### src/rtl/bbc_pkg.sv
// shared types, delimiter codes and byte decode for the bracket balance checker
// no dependencies
package bbc_pkg;

    localparam logic [7:0] CH_NEWLINE = 8'h0a;
    localparam logic [7:0] CH_LPAREN  = 8'h28;
    localparam logic [7:0] CH_RPAREN  = 8'h29;
    localparam logic [7:0] CH_LBRACE  = 8'h7b;
    localparam logic [7:0] CH_RBRACE  = 8'h7d;
    localparam logic [7:0] CH_LBRACK  = 8'h5b;
    localparam logic [7:0] CH_RBRACK  = 8'h5d;

    localparam logic [2:0] KIND_PAREN_OPEN  = 3'd0;
    localparam logic [2:0] KIND_PAREN_CLOSE = 3'd1;
    localparam logic [2:0] KIND_BRACE_OPEN  = 3'd2;
    localparam logic [2:0] KIND_BRACE_CLOSE = 3'd3;
    localparam logic [2:0] KIND_BRACK_OPEN  = 3'd4;
    localparam logic [2:0] KIND_BRACK_CLOSE = 3'd5;

    typedef struct packed {
        logic       is_delim;
        logic [2:0] kind;
    } t_delim;

    // shift command broadcast to every stack cell
    typedef struct packed {
        logic push;
        logic pop;
    } t_stack_op;

    function automatic t_delim delim_decode(input logic [7:0] b);
        t_delim d;
        d.is_delim = 1'b1;
        d.kind     = KIND_PAREN_OPEN;
        unique case (b)
            CH_LPAREN: d.kind = KIND_PAREN_OPEN;
            CH_RPAREN: d.kind = KIND_PAREN_CLOSE;
            CH_LBRACE: d.kind = KIND_BRACE_OPEN;
            CH_RBRACE: d.kind = KIND_BRACE_CLOSE;
            CH_LBRACK: d.kind = KIND_BRACK_OPEN;
            CH_RBRACK: d.kind = KIND_BRACK_CLOSE;
            default:   d.is_delim = 1'b0;
        endcase
        return d;
    endfunction

endpackage

### src/rtl/bbc_ctrl.sv
// stack control: byte decode, stack count, line counter and overflow flag
// depends on bbc_pkg for codes, decode function and shift command type
module bbc_ctrl #(
    parameter int STACK_DEPTH = 64,
    parameter int LINE_BITS   = 16,
    parameter int CNT_BITS    = 7
) (
    input  logic                 i_clk,
    input  logic                 i_rst_n,
    input  logic                 i_accept,
    input  logic [7:0]           i_text_byte,
    input  logic [2:0]           i_top_kind,
    output bbc_pkg::t_stack_op   o_op,
    output logic [2:0]           o_new_kind,
    output logic [LINE_BITS-1:0] o_line,
    output logic [CNT_BITS-1:0]  o_count,
    output logic [CNT_BITS-1:0]  o_next_count,
    output logic                 o_overflow,
    output logic                 o_next_overflow
);
    import bbc_pkg::*;

    localparam logic [CNT_BITS-1:0]  CountFull = CNT_BITS'(STACK_DEPTH);
    localparam logic [LINE_BITS-1:0] LineMax   = '1;

    logic [CNT_BITS-1:0]  r_count, n_count;
    logic [LINE_BITS-1:0] r_line, n_line;
    logic                 r_overflow, n_overflow;

    t_delim    w_dec;
    t_stack_op w_op;
    logic      w_empty, w_full, w_push_req, w_match;

    always_comb begin
        w_dec      = delim_decode(i_text_byte);
        w_empty    = (r_count == '0);
        w_full     = (r_count == CountFull);
        // openers always request a push, closers request one only when the stack is empty
        w_push_req = w_dec.is_delim && (!w_dec.kind[0] || w_empty);
        w_match    = w_dec.is_delim && w_dec.kind[0] && !w_empty &&
                     (i_top_kind == {w_dec.kind[2:1], 1'b0});
        w_op.push  = i_accept && w_push_req && !w_full;
        w_op.pop   = i_accept && w_match;

        n_count = r_count;
        if (w_op.push) begin
            n_count = r_count + CNT_BITS'(1);
        end else if (w_op.pop) begin
            n_count = r_count - CNT_BITS'(1);
        end

        n_overflow = r_overflow || (i_accept && w_push_req && w_full);

        n_line = r_line;
        if (i_accept && (i_text_byte == CH_NEWLINE) && (r_line != LineMax)) begin
            n_line = r_line + LINE_BITS'(1);
        end
    end

    always_ff @(posedge i_clk) begin
        if (!i_rst_n) begin
            r_count    <= '0;
            r_line     <= LINE_BITS'(1);
            r_overflow <= 1'b0;
        end else begin
            r_count    <= n_count;
            r_line     <= n_line;
            r_overflow <= n_overflow;
        end
    end

    assign o_op            = w_op;
    assign o_new_kind      = w_dec.kind;
    assign o_line          = r_line;
    assign o_count         = r_count;
    assign o_next_count    = n_count;
    assign o_overflow      = r_overflow;
    assign o_next_overflow = n_overflow;

endmodule

### config.mk
export PLATFORM = sky130hd
export DESIGN_NAME = bbc_ctrl
export DESIGN_NICKNAME = d
export VERILOG_FILES = /design/src/rtl/bbc_pkg.sv /design/src/rtl/bbc_ctrl.sv
export SDC_FILE = /design/constraint.sdc
export NUM_CORES = 1
export LEC_CHECK = 0
export BUFFER_PORTS_ARGS = -buffer_cell sky130_fd_sc_hd__buf_2
export CORE_MARGIN = 5
export CORE_UTILIZATION = 50
export CTS_CLUSTER_DIAMETER = 150
export DETAILED_ROUTE_END_ITERATION = 10
export MAX_ROUTING_LAYER = met4
export PLACE_DENSITY = 0.84
export REMOVE_ABC_BUFFERS = 1
export SLEW_MARGIN = 20
export SYNTH_ARGS = -nofsm -noshare
export SYNTH_HDL_FRONTEND = slang
export SYNTH_SLANG_ARGS = --single-unit
### constraint.sdc
create_clock -name i_clk -period 2.6 [get_ports i_clk]
set_input_delay 0.52 -clock i_clk [delete_from_list [all_inputs] [get_ports i_clk]]
set_output_delay 0.52 -clock i_clk [all_outputs]
set_load 0.1 [all_outputs]
=== Word level (Yosys, flattened, before mapping) ===
Cells that the tools add are included.

* $add $sub $neg: 3
* Equality and inequality tests: 10
* Muxes and demuxes: 4
* Reductions and logical operators: 17

{| class="wikitable"
|+ Operators by type and width
! operator !! count
|-
| $eq 8x7->1 const B || 4
|-
| $add 16x1->16 const B || 1
|-
| $eq 8x6->1 const B || 2
|-
| $ne 16x16->1 const B || 1
|-
| $pmux 3 s5 || 1
|-
| $mux 7 || 2
|-
| $logic_and 1x1->1 || 10
|-
| $eq 8x4->1 const B || 1
|-
| $add 7x1->7 const B || 1
|-
| $eq 7x7->1 const B || 1
|-
| $logic_not 7->1 || 1
|-
| $sub 7x1->7 const B || 1
|-
| $reduce_or 6->1 || 1
|-
| $eq 3x3->1 || 1
|-
| $logic_not 1->1 || 3
|-
| $logic_or 1x1->1 || 2
|-
| $mux 1 || 1
|}

* Flip-flop bits (word level): 24
* Input port bits: 14
* Output and inout bits: 37
* Logic and storage cells: 37

=== Logic depth before layout (Yosys ltp) ===
Gate-level depths: netlist (run 1).

* Depth after elaboration: 9
* Mapped depth: 8

=== Worst setup path after synthesis (run 1) ===
OpenSTA, ideal clock, no wires.

* Path type: register to output
* Start: register r_count[2] (netlist: o_count[2])
* End: output port o_next_count[1]
* Arrival: 4.993 ns
* Required time: 2.080 ns
* Slack: -2.913 ns
* Stages on the path, launching flop included: 9
* Cells stage by stage: dfxtp_1 > buf_2 > nor4_2 > nand3b_1 > a21boi_4 > buf_2 > nor3_1 > a221oi_1 > nand2_1

{| class="wikitable"
|+ RTL lines
! element !! line !! source
|-
| start: declaration || bbc_ctrl.sv:26 || <nowiki>logic [CNT_BITS-1:0] r_count, n_count;</nowiki>
|-
| start signal: assignment || bbc_ctrl.sv:66 || <nowiki>r_count <= n_count;</nowiki>
|-
| end: declaration || bbc_ctrl.sv:17 || <nowiki>output logic [CNT_BITS-1:0] o_next_count,</nowiki>
|}

=== Final worst setup path (run 1) ===
* Start: register r_count[0] (netlist: o_count[0])
* End: output port o_next_count[6]

* Word-level cells in the longest chain between the ends: 7

{| class="wikitable"
|+ Ends and longest elaborated chain
! element !! line !! source
|-
| parallel branches: the longest is 6 deep, another holds $sub 7x1->7 || - ||
|-
| $mux 7 * || bbc_ctrl.sv:46 || <nowiki>if (w_op.push) begin</nowiki>
|}

Every way passes the cells marked *.

==> results.txt, run 1 <==
The maximum fanout along the worst path is 6. The die width is 66.0 um. The max-capacitance violation count is 0.

Port buffering added 50 buffers. The final-report setup violation count came out at 10. The buffer type at the clock tree root is sky130_fd_sc_hd__clkbuf_4. The CTS clock-pin slew for the worst setup and hold paths came out at 0.14 ns. The synthesized flop and latch total came out at 24. Leaving out fill and tap cells, the most frequent cell in the layout is sky130_fd_sc_hd__buf_4.

In this run the power density over the cells is 278 nW/um^2. The count of flip-flops with a built-in enable after synthesis is 0. The critical path goes through buf_4, ha_2, and3_1, and3_1, o311a_1, a21boi_2, o21a_1, buf_12. For this block, the routed nets add up to 5640 um of wire. The number of warning messages in the yosys log came out at 0.

For this run, asynchronously set or reset flops after synthesis account for 0%. After technology mapping, the gate count stands at 193. The destination of the worst register-to-register timing path is o_count[3]. The wire length on met3 came out at 306 um. The routed wirelength normalized by instance count is 17.0 um.

The total via count in the routed design is 1863. Once the floorplan was initialized, standard cells occupied 51.8% of the core. The total stage count of the critical path is 8. The final-report hold violation count came to 0. For this run, the detailed router's first-pass iteration total came to 4.

The global-route usage over all layers is 25.1%. Setup slack on the critical path of the routed design comes to -0.288 ns. The path category of the worst min-delay check is in2reg. The clock latency on the worst-skew pair is 0.32 ns. The worst clock skew came out at 0.00310 ns. In the detailed route, the total length drawn on met2 is 2880 um.

The largest incremental delay on the critical path came out at 0.35 ns. The number of buffers and inverters on the critical path is 2. The slew of the pin with the lowest slew margin is 0.644 ns. The final cycle utilization of the critical path came out at 111%. The CTS tree is done.

Across the VDD grid, the largest voltage drop is 0.383 mV. The worst reg2reg path depth came out at 11. The kind of cell with the highest combined delay along the critical path is compound AO/OA/AOI/OAI gates. In this run the number of H-tree levels came out at 1. The global-route wire length before repair is 8290 um.

Synthesis instantiated 44 different standard cells from the library. The maximum buffer depth of the clock tree is 2. Measured against its own limit, the worst slew margin works out to 57.0%.

After the flow finishes, the layout carries non-filler instances totaling 332. Setup repair after global routing could not meet its margin everywhere. Signal routing reaches up to met4. The initialized floorplan defines 20 standard-cell rows.

The remaining antenna violation count after routing came out at 0. The sequential fraction of the synthesis area came out at 30.6%. The final weighted congestion in routability-driven placement came out at 0.915. The maximum number of pins on one net before global-route repair came out at 16. The number of placed cells counting well taps is 315.

The shortest clock period the worst path allows after layout came out at 2.89 ns. Setup slack on the worst reg-to-reg path comes out at 0.37 ns. Tracing the worst setup path back leads to its startpoint at o_count[0]. The detailed-routing wirelength on met1 came out at 2290 um.

The number of primary I/O pins is 51. The number of antenna violations at the first check in global routing is 0. The worst hold slack is 0.498 ns. The data arrival at the endpoint of the critical path came out at 2.37 ns. The share of cells above drive strength 1 is 43.4%. The maximum clock frequency is 0.346 GHz. Leaving out fill and tap cells, the most frequent cells in the layout are sky130_fd_sc_hd__buf_4 (44), sky130_fd_sc_hd__buf_2 (36), sky130_fd_sc_hd__nor2_1 (22), sky130_fd_sc_hd__dfxtp_1 (21), sky130_fd_sc_hd__nand2_1 (17). The via count of the first global-routing pass came out at 1758. The post-synth design cell area is 1570 um^2. The most prevalent standard cell on the critical path is sky130_fd_sc_hd__and3_1. The antenna diode instance count is 0. For this run, the post-layout net count is 307. STA classifies the critical path endpoint as a primary output. The HPWL after detailed placement is 3390 um. The core region is 3030 um^2.

Relative to the synthesized area, the layout overhead comes to 63.6%. The final reports fail on setup timing. The slowest stage of the critical path belongs to the cell sky130_fd_sc_hd__dfxtp_2. The number of DRC violations after detailed routing came out at 0. The die area came out at 4360 um^2.

The detail-routed via count per cell came out at 5.61. STA classifies the critical path startpoint as a flop. The critical path ends at o_next_count[6]. The worst register-to-register path begins at o_count[0]. The number of CTS-inserted buffers came out at 3. After clock tree synthesis, the flow added hold-fix buffers numbering 0. The total overflow left after global routing is 0. The setup path with the least slack is of type reg2out. The first-iteration detailed-routing DRC count came out at 219. The flow ran to the end, but the final reports show violations. The height of the chip is 66.0 um. The data required time of the worst path came out at 2.08 ns. CTS saw 24 sinks.

In the synthesized netlist the dominant register cell turns out to be sky130_fd_sc_hd__dfxtp_1. The total count of max-transition violations in the final report is 0. In this run the static leakage power is 1.17 nW. The mean instance size in the synthesized netlist came out at 8.13 um^2.
## cells in the mapped netlist (2+ instances only)
cell type,count,share of area [%]
sky130_fd_sc_hd__buf_2,2,0.64
sky130_fd_sc_hd__xnor2_1,12,6.7
sky130_fd_sc_hd__and3_1,5,2.0
sky130_fd_sc_hd__dfxtp_1,24,31
sky130_fd_sc_hd__a21oi_2,2,1.1
sky130_fd_sc_hd__or3_1,5,2.0
sky130_fd_sc_hd__nand4_1,6,2.4
sky130_fd_sc_hd__a21oi_1,8,2.6
sky130_fd_sc_hd__xor2_1,4,2.2
sky130_fd_sc_hd__or3b_1,2,1.1
sky130_fd_sc_hd__o211ai_1,2,0.96
sky130_fd_sc_hd__and4_1,4,2.2
sky130_fd_sc_hd__nand2_1,19,4.5
sky130_fd_sc_hd__a21o_1,3,1.4
sky130_fd_sc_hd__a32oi_1,2,1.1
sky130_fd_sc_hd__o21ai_0,5,1.6
sky130_fd_sc_hd__nor2_1,23,5.5
sky130_fd_sc_hd__mux2i_1,5,3.2
sky130_fd_sc_hd__inv_1,8,1.9
sky130_fd_sc_hd__and2_1,4,1.6
sky130_fd_sc_hd__nand4b_1,3,1.7
sky130_fd_sc_hd__nand3_1,7,2.2
sky130_fd_sc_hd__nor4_1,2,0.80
sky130_fd_sc_hd__nor3_1,4,1.3
sky130_fd_sc_hd__nand3b_1,2,0.96
sky130_fd_sc_hd__ha_1,4,3.2
sky130_fd_sc_hd__nand2b_1,5,2.0
sky130_fd_sc_hd__clkbuf_1,4,0.96
sky130_fd_sc_hd__nor2b_1,2,0.80
## registers in the layout (all words and copies together), names as in the netlist
| name | count |
|---|---|
| o_count | 7 |
| o_line | 16 |
| o_overflow | 1 |
## through the flow
step / utilization [%] / total power (W) / cell area (um^2) / setup TNS (ns) / setup WS (ns)
6_report: 84.8 / 0.000713 / 2570 / -2.06 / -0.288
5_1_grt: 84.8 / 0.000735 / 2570 / -3.13 / -0.411
4_1_cts: 82.8 / 0.000712 / 2510 / -1.15 / -0.206
3_5_place_dp: 74.0 / 0.000435 / 2240 / -2.77 / -0.410
3_3_place_gp: 74.0 / 0.000433 / 2240 / -2.08 / -0.294
2_1_floorplan: - / 0.000402 / 1540 / -15.82 / -2.77
## how the worst min path moves through the flow
stage	from	slack (ns)	depth (start not counted)	endpoint
floorplan	i_rst_n	0.58	1	o_line[0]
global placement	o_line[15]	0.49	2	o_line[15]
finish	i_rst_n	0.50	2	o_line[0]
detailed placement	o_line[15]	0.50	2	o_line[15]
global route	i_rst_n	0.50	2	o_line[0]
CTS	i_rst_n	0.49	2	o_line[0]
## metal layers
layer	up-vias	GRT usage (%)
li1	885	-
met1	884	29.6
met2	78	43.7
met3	16	3.91
met4	0	7.87
met5	-	-
## where the power goes
group / internal (W) / leakage, nW / switching [W]
clock: 0.000156 / 0.0279 / 0.000119
combinational: 0.0000300 / 0.945 / 0.0000399
sequential: 0.000368 / 0.195 / 0.000000225
## timing repair
action                                  in CTS  in global routing
endpoints found under the setup margin       9                 10
gates resized for setup                     31                  5
buffers inserted                             7                  5
pin swaps                                   22                  7
gates cloned                                 1                  0
## kinds of logic (layout without fill, tap and decap cells)
group           Yosys count  in the layout  synth area share (%)
compound gates           31             32                  15.0
mux                       6              6                  4.15
fa+ha+maj                 4              4                  3.19
xor+xnor                 16             16                  8.93
flops                    24             24                  30.6
buf+inv                  14            108                  3.51
simple gates             98             98                  34.6
## layout make-up
| cell class | count | area (um^2) |
|---|---|---|
| multi-input combinational | 156 | 1150 |
| timing repair buffer | 96 | 795 |
| sequential | 24 | 484 |
| fill | 154 | 460 |
| tap | 44 | 55.1 |
| clock inverter | 1 | 30.0 |
| inverter | 8 | 30.0 |
| clock buffer | 3 | 22.5 |
Note: power is estimated with default switching activity, not from simulation.
==> inputs of run 2 (changes only) <==
Settings changed: CTS_BUF_LIST set to sky130_fd_sc_hd__clkbuf_16.
==> run 2 against run 1 <==
The flow still finishes with violations (setup timing). Clock power increased by 64%. Sequential share of layout area decreased by 0.98 points. Cell count increased by 1.2%. Flip-flop and latch count unchanged.
==> results.txt, run 2 (synthesis gave the netlist of run 1 again) <==
The wire length reported by the detailed router is 6660 um (was 5640 um). The total count of max-transition violations in the final report came out at 0 (unchanged). The register share of total power was 41.1% (was 51.6%). The critical setup path kind is in2out (was reg2out). RSZ-0062 raised after global routing: yes (unchanged). Top library cells by usage in the layout, fill and taps aside: sky130_fd_sc_hd__buf_4 (47), sky130_fd_sc_hd__buf_2 (36), sky130_fd_sc_hd__dfxtp_1 (23), sky130_fd_sc_hd__nor2_1 (21), sky130_fd_sc_hd__nand2_1 (17) (was sky130_fd_sc_hd__buf_4 (44), sky130_fd_sc_hd__buf_2 (36), sky130_fd_sc_hd__nor2_1 (22), sky130_fd_sc_hd__dfxtp_1 (21), sky130_fd_sc_hd__nand2_1 (17)). The growth of design area from synthesis to finish came out at 71.7% (was 63.6%). The placed instance area is 2240 um^2 (unchanged). The final-report hold violation count came to 0 (unchanged). The starting utilization of the core area was 51.8% (unchanged). The maximum clock frequency is 0.333 GHz (was 0.346 GHz). The via count of the first global-routing pass is 1837 (was 1758). The worst slack at placement came out at -0.410 ns (unchanged).

The first-iteration detailed-routing DRC count is 333 (was 219). The height of the chip came out at 66.0 um (unchanged). The clock share of power is 50.6% (was 38.6%). The clock sink count is 24 (unchanged).

The H-tree depth reported by CTS came out at 1 (unchanged). The max-capacitance violation count came out at 0 (unchanged). The launching point of the worst reg2reg path is o_count[0] (unchanged). The CTS clock-pin slew for the worst setup and hold paths came out at 0.06 ns (was 0.14 ns). The ratio of total power to cell area came to 332 nW/um^2 (was 278 nW/um^2).

The final design instance area without fill came to 2690 um^2 (was 2570 um^2). The internal power came out at 0.000706 W (was 0.000554 W). The global-route wire length before repair was 8930 um (was 8290 um). The startpoint kind of the worst setup timing path was a primary input (was flop). The number of rows created at floorplan came out at 20 (unchanged). The part of the total power dissipated in combinational logic came out at 8.3% (was 9.8%). The path category of the worst min-delay check is reg2reg (was in2reg). The flip-flop count of the largest register, all copies and words added is 16 (unchanged). The setup slack of the most critical reg-to-reg path is 0.31 ns (was 0.37 ns). The shortest clock period the worst path allows after layout is 3.00 ns (was 2.89 ns). The detail-routed via count per cell is 6.21 (was 5.61). The headroom to the max-slew limit was 56.4% (was 57.0%). The fraction of power spent switching nets came out at 21.1% (was 22.3%). The area of the placeable core is 3030 um^2 (unchanged). The share of cells above drive strength 1 is 45.2% (was 43.4%).

The final layout net count is 311 (was 307). The worst hold slack is 0.524 ns (was 0.498 ns). The data required time of the worst path came out at 2.08 ns (about the same).

The clock latency on the worst-skew pair is 0.26 ns (was 0.32 ns). The maximum fanout along the worst path came out at 7 (was 6). The number of antenna violations at the first check in global routing is 0 (unchanged). The HPWL after detailed placement came out at 3390 um (unchanged). The data arrival at the endpoint of the critical path came out at 2.48 ns (was 2.37 ns). The critical path capture point type is a primary output (unchanged). The worst reg2reg path depth is 12 (was 11). The most common cell after layout, fill and taps aside was sky130_fd_sc_hd__buf_4 (unchanged).

The buffer type at the clock tree root was sky130_fd_sc_hd__clkbuf_16 (was sky130_fd_sc_hd__clkbuf_4). The detailed-router iteration count before antenna repair is 5 (was 4). The final-report setup violation count came to 10 (unchanged).

The maximum number of pins on one net before global-route repair is 16 (unchanged). The final weighted congestion in routability-driven placement came to 0.915 (unchanged). The remaining antenna violation count after routing is 0 (unchanged).

The cell leakage power came to 1.22 nW (was 1.17 nW). Status: finished, violations left (unchanged). The number of port buffers came out at 50 (unchanged). The timing endpoint of the critical path is o_next_count[4] (was o_next_count[6]). The number of primary I/O pins came to 51 (unchanged). The final cycle utilization of the critical path came to 116% (was 111%). The critical path startpoint is i_text_byte[6] (was o_count[0]).

The total via count in the routed design is 2087 (was 1863). The routed wirelength normalized by instance count is 19.8 um (was 17.0 um). The peak supply drop is 0.505 mV (was 0.383 mV). The number of CTS-inserted buffers came out at 3 (unchanged). The final global-route overflow total was 0 (unchanged).

The die area came out at 4360 um^2 (unchanged). The worst clock skew is 0.00489 ns (was 0.00310 ns). The global-route usage over all layers is 27.2% (was 25.1%). The number of DRC violations after detailed routing is 0 (unchanged). Failing checks: setup timing (unchanged). The maximum buffer depth of the clock tree is 2 (unchanged). The CTS tree is done (unchanged). The net load switching power came to 0.000189 W (was 0.000159 W). The minimum setup slack in the final design is -0.404 ns (was -0.288 ns).

The slew of the pin with the lowest slew margin is 0.653 ns (was 0.644 ns). The die width came out at 66.0 um (unchanged). The antenna diode instance count came out at 0 (unchanged). The destination of the worst register-to-register timing path is o_count[1] (was o_count[3]).
run 2: changes by cell type in the layout (fill, tap and decap cells not counted), moves of 2 or more:
cell / change
sky130_fd_sc_hd__clkbuf_16: +3
sky130_fd_sc_hd__buf_4: +3
sky130_fd_sc_hd__clkbuf_4: -3
sky130_fd_sc_hd__dfxtp_1: +2
sky130_fd_sc_hd__dfxtp_2: -2
run 2: worst min-delay path by stage:
stage	from	end	slack, ns	cells past startpoint
CTS	o_line[15]	o_line[15]	0.51	2
floorplan	i_rst_n	o_line[0]	0.58	1
global route	o_line[15]	o_line[15]	0.56	2
finish	o_line[15]	o_line[15]	0.52	2
detailed placement	o_line[15]	o_line[15]	0.50	2
global placement	o_line[15]	o_line[15]	0.49	2
run 2: critical path, stage by stage:
cell,delay [ns]
sky130_fd_sc_hd__buf_8,0.10
sky130_fd_sc_hd__nor4b_4,0.33
sky130_fd_sc_hd__nand4_1,0.17
sky130_fd_sc_hd__buf_6,0.18
sky130_fd_sc_hd__a21boi_4,0.27
sky130_fd_sc_hd__nor2_2,0.11
sky130_fd_sc_hd__a32oi_2,0.25
sky130_fd_sc_hd__xnor2_1,0.19
sky130_fd_sc_hd__bufbuf_16,0.36
run 2: per-layer routing:
layer  global-route usage, %  routed length, um
met1                    31.7               2520
met5                       -                  0
met2                    47.7               3140
met4                    8.38                391
met3                    4.76                600
run 2: final cells by class:
class                      count  area [um^2]
clock buffer                   3         75.1
multi-input combinational    156         1180
inverter                       8         30.0
tap                           44         55.1
sequential                    24          482
timing repair buffer         100          837
fill                         131          334
clock inverter                 1         30.0
run 2: power groups by stage:
stage / Sequential [W] / Combinational (W) / Clock [W]
global route: 0.000368 / 0.0000777 / 0.000467
CTS: 0.000368 / 0.0000662 / 0.000446
floorplan: 0.000378 / 0.0000235 / 0
global placement: 0.000376 / 0.0000570 / 0
finish: 0.000368 / 0.0000744 / 0.000452
detailed placement: 0.000376 / 0.0000588 / 0
run 2: what timing repair did:
action,in CTS,in global routing
pin swaps,23,11
cloned,1,0
endpoints found under the setup margin,9,10
hold buffers,0,0
buffers inserted,8,8
resized for setup,33,11
run 2: metrics by stage:
stage / total power (W) / setup TNS [ns] / cells / utilization [%]
after floorplan: 0.000402 / -15.82 / 187 / -
after global placement: 0.000433 / -2.08 / 315 / 74.0
after detailed placement: 0.000435 / -2.77 / 315 / 74.0
after CTS: 0.000880 / -1.03 / 328 / 85.1
after global routing: 0.000912 / -3.13 / 336 / 89.0
final: 0.000895 / -2.61 / 336 / 89.0
